`src/hw/rtl/euler_pose_to_transform_macros.svh`:
```
// Assertion helpers shared by the RTL files.
`ifndef EULER_POSE_TO_TRANSFORM_MACROS_SVH
`define EULER_POSE_TO_TRANSFORM_MACROS_SVH

// same-cycle implication
`define EPT_ASSERT_IMPL(lbl, clk, rst, ante, cons) \
   lbl: assert property (@(posedge clk) disable iff (rst) (ante) |-> (cons)) \
      else $error("assertion failed");

// next-cycle implication
`define EPT_ASSERT_NEXT(lbl, clk, rst, ante, cons) \
   lbl: assert property (@(posedge clk) disable iff (rst) (ante) |=> (cons)) \
      else $error("assertion failed");

`endif

```
`src/hw/rtl/ept_pkg.sv`:
```
package ept_pkg;

   localparam int unsigned POS_W   = 32;
   localparam int unsigned ANGLE_W = 16;
   localparam int unsigned COEF_W  = 16;
   localparam int unsigned TRIG_W  = 32;
   localparam int unsigned PROD_W  = 64;
   localparam int unsigned N_COEF  = 9;

   localparam int unsigned TBL_DEPTH = 2881;
   localparam int unsigned TBL_AW    = 12;
   localparam int unsigned TBL_DW    = 62;
   localparam int unsigned HALF_DW   = 31;

   localparam logic signed [16:0] FULL_TURN    = 17'sd23040;
   localparam logic [14:0]        QUARTER_TURN = 15'd5760;
   localparam logic [14:0]        EIGHTH_TURN  = 15'd2880;
   localparam logic [TBL_AW-1:0]  LAST_T       = 12'd2880;

   localparam logic [63:0] PI_Q62    = 64'hC90FDAA22168C235;
   localparam logic [63:0] UNIT_STEP = PI_Q62 / 64'd11520;
   localparam logic [63:0] ONE_Q62   = 64'h4000000000000000;
   localparam int unsigned N_TERMS   = 10;
   localparam logic [3:0]  SERIES_TERMS = 4'(N_TERMS);

   // floor(n / d) for n < 2**63 and d <= 512 is (n * m) >> DIV_SH,
   // with m = 2**DIV_SH / d + 1
   localparam int unsigned DIV_SH = 72;
   localparam int unsigned MAG_W  = 72;

   localparam int unsigned LANE_LAT  = 3;
   localparam int unsigned MERGE_LAT = 5;
   localparam int unsigned LATENCY   = LANE_LAT + MERGE_LAT;

   typedef logic signed [TRIG_W-1:0] trig_type;
   typedef logic signed [PROD_W-1:0] prod_type;
   typedef logic [N_TERMS:1][MAG_W-1:0] magic_tbl_type;

   typedef struct packed {
      logic              en;
      logic [TBL_AW-1:0] addr;
      logic [TBL_DW-1:0] data;
   } ept_wr_type;

   function automatic prod_type mul_trig(trig_type a, trig_type b);
      prod_type x;
      prod_type y;
      x = a;
      y = b;
      return x * y;
   endfunction

   // round right by s, to nearest, ties away from zero
   function automatic prod_type rnd_shift(prod_type v, int unsigned s);
      logic [PROD_W-1:0] half;
      logic [PROD_W-1:0] mag;
      logic [PROD_W-1:0] r;
      half = 64'd1 << (s - 1);
      mag  = v[PROD_W-1] ? 64'(-v) : 64'(v);
      r    = (mag + half) >> s;
      return v[PROD_W-1] ? -prod_type'(r) : prod_type'(r);
   endfunction

   function automatic logic [MAG_W-1:0] div_magic(int unsigned d);
      logic [MAG_W:0] p;
      p         = '0;
      p[DIV_SH] = 1'b1;
      return MAG_W'(p / (MAG_W + 1)'(d) + 1'b1);
   endfunction

   // sine steps divide by 2k(2k+1), cosine steps by (2k-1)2k
   function automatic magic_tbl_type magic_tbl(logic sin_div);
      magic_tbl_type m;
      for (int unsigned k = 1; k <= N_TERMS; k++) begin
         m[k] = sin_div ? div_magic(2 * k * (2 * k + 1))
                        : div_magic((2 * k - 1) * 2 * k);
      end
      return m;
   endfunction

   localparam magic_tbl_type MAGIC_SIN = magic_tbl(1'b1);
   localparam magic_tbl_type MAGIC_COS = magic_tbl(1'b0);

endpackage

```
`src/hw/rtl/ept_init.sv`:
```
`include "euler_pose_to_transform_macros.svh"

module ept_init import ept_pkg::*; (
   input  logic       clock,
   input  logic       reset,
   output ept_wr_type wr,
   output logic       done
);

   typedef enum logic [4:0] {
      S_SQR   = 5'b00001,
      S_MUL   = 5'b00010,
      S_DIV   = 5'b00100,
      S_WRITE = 5'b01000,
      S_DONE  = 5'b10000
   } state_type;

   state_type         state_ff, state_in;
   logic [TBL_AW-1:0] t_ff, t_in;
   logic [3:0]        k_ff, k_in;
   logic [5:0]        cnt_ff, cnt_in;
   logic [63:0]       x_ff, x_in, x2_ff, x2_in;
   logic [63:0]       st_ff, st_in, ct_ff, ct_in, ss_ff, ss_in, cs_ff, cs_in;
   logic [135:0]      acs_ff, acs_in, acc_ff, acc_in;

   logic             b_s, b_c;
   logic [MAG_W-1:0] ms, mc;
   logic [135:0]     ma_s, ma_c, sum_s, sum_c;
   logic [63:0]      q_s, q_c, x_nx, sin_r, cos_r;

   // one shift-add engine: x*x, then per term the series product and the
   // division, done as a product with the reciprocal of the step divisor
   always_comb begin
      ms    = MAGIC_SIN[k_ff];
      mc    = MAGIC_COS[k_ff];
      b_s   = (state_ff == S_SQR) ? x_ff[~cnt_ff] :
              (state_ff == S_DIV) ? st_ff[~cnt_ff] : x2_ff[~cnt_ff];
      b_c   = (state_ff == S_DIV) ? ct_ff[~cnt_ff] : x2_ff[~cnt_ff];
      ma_s  = (state_ff == S_SQR) ? {72'd0, x_ff} :
              (state_ff == S_DIV) ? {64'd0, ms} : {72'd0, st_ff};
      ma_c  = (state_ff == S_DIV) ? {64'd0, mc} : {72'd0, ct_ff};
      sum_s = {acs_ff[134:0], 1'b0} + (b_s ? ma_s : 136'd0);
      sum_c = {acc_ff[134:0], 1'b0} + (b_c ? ma_c : 136'd0);
      q_s   = sum_s[DIV_SH +: 64];
      q_c   = sum_c[DIV_SH +: 64];

      x_nx  = x_ff + UNIT_STEP;
      sin_r = ss_ff + 64'h80000000;
      cos_r = cs_ff + 64'h80000000;
   end

   always_comb begin
      state_in = state_ff;
      t_in     = t_ff;
      k_in     = k_ff;
      cnt_in   = cnt_ff;
      x_in     = x_ff;
      x2_in    = x2_ff;
      st_in    = st_ff;
      ct_in    = ct_ff;
      ss_in    = ss_ff;
      cs_in    = cs_ff;
      acs_in   = acs_ff;
      acc_in   = acc_ff;
      wr.en    = 1'b0;
      wr.addr  = t_ff;
      wr.data  = {sin_r[62:32], cos_r[62:32]};
      case (state_ff)
         S_SQR: begin
            acs_in = sum_s;
            cnt_in = cnt_ff + 6'd1;
            if (cnt_ff == 6'd63) begin
               x2_in    = sum_s[125:62];
               acs_in   = '0;
               state_in = S_MUL;
            end
         end
         S_MUL: begin
            acs_in = sum_s;
            acc_in = sum_c;
            cnt_in = cnt_ff + 6'd1;
            if (cnt_ff == 6'd63) begin
               st_in    = sum_s[125:62];
               ct_in    = sum_c[125:62];
               acs_in   = '0;
               acc_in   = '0;
               state_in = S_DIV;
            end
         end
         S_DIV: begin
            acs_in = sum_s;
            acc_in = sum_c;
            cnt_in = cnt_ff + 6'd1;
            if (cnt_ff == 6'd63) begin
               st_in  = q_s;
               ct_in  = q_c;
               acs_in = '0;
               acc_in = '0;
               // alternating signs of the series
               ss_in = k_ff[0] ? ss_ff - q_s : ss_ff + q_s;
               cs_in = k_ff[0] ? cs_ff - q_c : cs_ff + q_c;
               if (k_ff == SERIES_TERMS) begin
                  state_in = S_WRITE;
               end else begin
                  k_in     = k_ff + 4'd1;
                  state_in = S_MUL;
               end
            end
         end
         S_WRITE: begin
            wr.en = 1'b1;
            if (t_ff == LAST_T) begin
               state_in = S_DONE;
            end else begin
               t_in     = t_ff + 12'd1;
               x_in     = x_nx;
               st_in    = x_nx;
               ss_in    = x_nx;
               ct_in    = ONE_Q62;
               cs_in    = ONE_Q62;
               k_in     = 4'd1;
               state_in = S_SQR;
            end
         end
         S_DONE: begin
            state_in = S_DONE;
         end
         default: begin
            state_in = S_DONE;
         end
      endcase
   end

   always_ff @(posedge clock) begin
      if (reset) begin
         state_ff <= S_SQR;
         t_ff     <= '0;
         k_ff     <= 4'd1;
         cnt_ff   <= '0;
         x_ff     <= '0;
         st_ff    <= '0;
         ss_ff    <= '0;
         ct_ff    <= ONE_Q62;
         cs_ff    <= ONE_Q62;
         acs_ff   <= '0;
         acc_ff   <= '0;
      end else begin
         state_ff <= state_in;
         t_ff     <= t_in;
         k_ff     <= k_in;
         cnt_ff   <= cnt_in;
         x_ff     <= x_in;
         st_ff    <= st_in;
         ss_ff    <= ss_in;
         ct_ff    <= ct_in;
         cs_ff    <= cs_in;
         acs_ff   <= acs_in;
         acc_ff   <= acc_in;
      end
   end

   always_ff @(posedge clock) begin
      x2_ff <= x2_in;
   end

   assign done = (state_ff == S_DONE);

   `EPT_ASSERT_IMPL(a_wr_range, clock, reset, wr.en, wr.addr <= LAST_T)
   `EPT_ASSERT_NEXT(a_done_sticky, clock, reset, done, done && !wr.en)
   `EPT_ASSERT_IMPL(a_div_k, clock, reset, state_ff == S_DIV, k_ff >= 4'd1 && k_ff <= SERIES_TERMS)

endmodule

```
`config.mk`:
```
export PLATFORM = sky130hd
export DESIGN_NAME = ept_init
export DESIGN_NICKNAME = d
export VERILOG_FILES = /design/src/hw/rtl/ept_pkg.sv /design/src/hw/rtl/ept_init.sv
export VERILOG_INCLUDE_DIRS = /design/src /design/src/hw/rtl
export SDC_FILE = /design/constraint.sdc
export NUM_CORES = 2
export LEC_CHECK = 0
export ABC_AREA = 1
export BUFFER_PORTS_ARGS = -buffer_cell sky130_fd_sc_hd__clkbuf_2
export CORE_UTILIZATION = 39
export DETAILED_ROUTE_END_ITERATION = 8
export PLACE_DENSITY = 0.51
export SYNTH_ARGS = -nofsm -noshare
export SYNTH_HDL_FRONTEND = slang
export SYNTH_SLANG_ARGS = --single-unit
```
`constraint.sdc`:
```
create_clock -name clock -period 8.4 [get_ports clock]
set_input_delay 0.42 -clock clock [delete_from_list [all_inputs] [get_ports clock]]
set_output_delay 0.42 -clock clock [all_outputs]
set_load 0.01 [all_outputs]
```
==> results.py <==
metrics = {
    "timing": {
        "slew_viol_final": 0,
        "hold_violations": 0,
        "min_period_ns": 8.23,
        "fin_crit_sh": 0.980,
        "setup_ws_ns": 0.167,
        "rsz0062_at_grt": "yes",
        "timing.slew.headroom": 0.0897,
        "setup_viol": 0,
        "tightestPinTransition_ns": 1.36,
        "finClkSkew_ns": 0.0820,
        "max_freq_ghz": 0.121,
    },
    "clocking": {
        "clk_latency_ns": 0.81,
        "clk_path_buf_depth": 3,
        "cts_htree_levels": 3,
        "clk_pin_slew_ns": 0.06,
        "ctsRootBufferMaster": "clkbuf_16",
        "holdBufCountCts": 0,
        "cts_tree": "yes",
        "cts_buffers": 99,
        "clock_sinks": 784,
    },
    "critical_path": {
        "path_class": "register to register",
        "slowest_delay_ns": 0.48,
        "critPathSlowestCell": "nor3_1",
        "crit_family": "simple AND/OR/NAND/NOR gates",
        "critical_path_buf_inv_count": 14,
        "critPathLaunchType": "register",
        "required_ns": 9.04,
        "end_kind": "register",
        "path_common_cell": "buf_4",
        "critPathArrivalTime_ns": 8.87,
        "crit_path_max_fanout": 15,
    },
    "layout": {
        "fill_cells": 18000,
        "final_area_sq_mm": 0.0936,
        "instances_no_fill": 16200,
        "most-common-layout-cells": "nand2_1, buf_4, inv_1",
        "drive_gt1_frac": 0.244,
        "final_common_cell": "nand2_1",
        "fin_nets": 14000,
        "syn2layout_area_growth_pct": 35.6,
    },
    "global_routing": {
        "first_global_vias": 84800,
        "antenna_found_initial": 18,
        "grt_overflow": 0,
        "grt_max_degree": 189,
        "grt_pass1_wl_mm": 576,
        "grt.total_usage": 0.439,
    },
    "place": {
        "dp_hpwl_mm": 330,
        "globalplace.congestion": 1.11,
        "dpl.cell_count": 15900,
        "placed_cell_area_sq_mm": 0.0868,
        "dpl_worst_slack_ns": -0.650,
        "portBuffers": 77,
    },
    "yosys": {
        "synth_fp_nets": 12100,
        "yosys-top-cells-area": "dfxtp_1, nand2_1, inv_1",
        "yosysUniqueCellTypes": 73,
        "yosysSeqAreaShare": 0.237,
        "syn_avg_cell_area_sq_um": 5.82,
        "synth_seq_cells": 784,
        "synth_flop_cell": "dfxtp_1",
        "netlist_instances": 11800,
        "synth_top_cell_area_share": 0.209,
        "async_reset_ff_frac": 0,
        "synth-edff-count": 64,
        "synth_area_sq_mm": 0.0690,
        "synth_top_area_cell": "dfxtp_1",
        "yosysWarnings": 0,
    },
    "floorplanning": {
        "rows": 153,
        "start_util": 0.395,
        "die_area_sq_mm": 0.179,
        "fp.dieW_um": 423,
        "core_area_sq_mm": 0.175,
        "fp.dieH_um": 423,
        "ios": 78,
    },
    "drt": {
        "vias": 90500,
        "drt_pass1_iterations": 8,
        "vias_per_cell": 5.60,
        "drcViolationCount": 0,
        "drtIter0Drc": 10900,
        "wl_mm": 409,
        "routedWlPerCell_um": 25.3,
        "final_antenna_net_count": 0,
    },
    "job": {
        "cap_violations": 0,
    },
    "status": {
        "status": "complete, no violations",
    },
    "power": {
        "p_per_area_mw_per_mm2": 145,
        "peakVddDrop_mv": 0.184,
        "p_leak_nw": 47.7,
    },
    "min_path": {
        "hp-class": "input port to register",
    },
}
==> through the flow <==
| stage | hold slack, ns | power (W) | TNS [ns] | util |
|---|---|---|---|---|
| 2_1_floorplan | 0.445 | 0.00606 | 0 | - |
| 3_3_place_gp | 0.455 | 0.00816 | -20.03 | 0.496 |
| 3_5_place_dp | 0.459 | 0.00818 | -19.20 | 0.496 |
| 4_1_cts | 0.0572 | 0.0130 | -0.0132 | 0.519 |
| 5_1_grt | 0.0984 | 0.0139 | -2.20 | 0.535 |
| 6_report | 0.0862 | 0.0136 | 0 | 0.535 |
==> worst paths after layout <==
check	start	to	slack [ns]	depth (start not counted)
max	cnt_ff[0]	ss_ff[60]	0.17	53
max reg2reg	cnt_ff[0]	ss_ff[60]	0.17	53
min	reset	cs_ff[0]	0.09	2
min reg2reg	acc_ff[134]	acc_ff[134]	0.47	2
==> area by class of cell <==
class / instances / area (sq um) / share of cell area
multi-input combinational: 8891 / 47100 / 0.503
timing repair buffer: 2227 / 17200 / 0.183
antenna: 4 / 10.0 / 0.000107
tap: 2325 / 2910 / 0.0311
clock buffer: 125 / 2700 / 0.0288
clock inverter: 61 / 835 / 0.00892
sequential: 784 / 16300 / 0.175
inverter: 1740 / 6560 / 0.0701
==> metal layers <==
| layer | track usage | share of wire | up-vias |
|---|---|---|---|
| met1 | 0.523 | 0.38 | 42400 |
| met3 | 0.0835 | 0.086 | 1346 |
| met2 | 0.687 | 0.43 | 4718 |
| met4 | 0.360 | 0.10 | 16 |
| li1 | - | - | 42000 |
| met5 | 0 | 0.00025 | - |
==> power by group <==
part	internal, W	leakage (nW)	switching [W]	total [W]
clock network	0.00269	1.69	0.00212	0.00481
registers	0.00394	6.40	0.000167	0.00411
logic	0.00166	39.6	0.00303	0.00468
total	0.00828	47.7	0.00531	0.0136
==> cell usage after synthesis, types with 23 or more instances <==
cell      count
nand3b_1     23
nand3_1     600
xor2_1      225
a21oi_1    1046
a31oi_1     133
nor2_2       51
o21a_1       24
nor3_2       30
edfxtp_1     64
nor4_1       45
a311oi_1     47
xnor2_1      46
o22ai_1      32
o221ai_1     53
buf_2        29
nand2_1    3686
inv_1      1672
nor3_1      169
o211ai_1     82
clkbuf_1    307
o21ai_0     621
a211oi_1     36
nand4_1     141
ha_1        279
dfxtp_1     720
nand2_2      59
or2_2       128
nor2_1     1091
buf_4        63
inv_2        61
o21bai_1     26
buf_1        35
o21ai_1      27
==> sequential cells by signal, summed over array words and instances, names as in the netlist, 63 cells and up <==
name	count
st_ff	64
cs_ff	63
acc_ff	135
x_ff	63
ct_ff	64
x2_ff	64
acs_ff	135
ss_ff	63
==> worst register-to-register path, delay by kind of cell, from the launching register on <==
kind	cells	cell delay [ns]
xor+xnor	2	0.45
compound gates	10	1.61
buf+inv	14	1.83
simple gates	25	3.18
flops	1	0.47
fa+ha+maj	2	0.60
==> logic make-up (layout without fill, tap and decap cells) <==
family / Yosys count / count (layout) / synth area share
compound gates: 2238 / 2238 / 0.183
fa+ha+maj: 283 / 283 / 0.0518
flops: 784 / 784 / 0.237
other cells: 0 / 4 / 0
simple gates: 6093 / 6093 / 0.371
buf+inv: 2174 / 4153 / 0.122
xor+xnor: 277 / 277 / 0.0360
==> what timing repair did <==
action                                  in CTS  in global routing
endpoints found under the setup margin      71                 93
gates cloned                                 0                  4
resized for setup                           60                676
pin swaps                                    5                121
setup buffers                                9                 32
(Power assumes the default switching activity.)
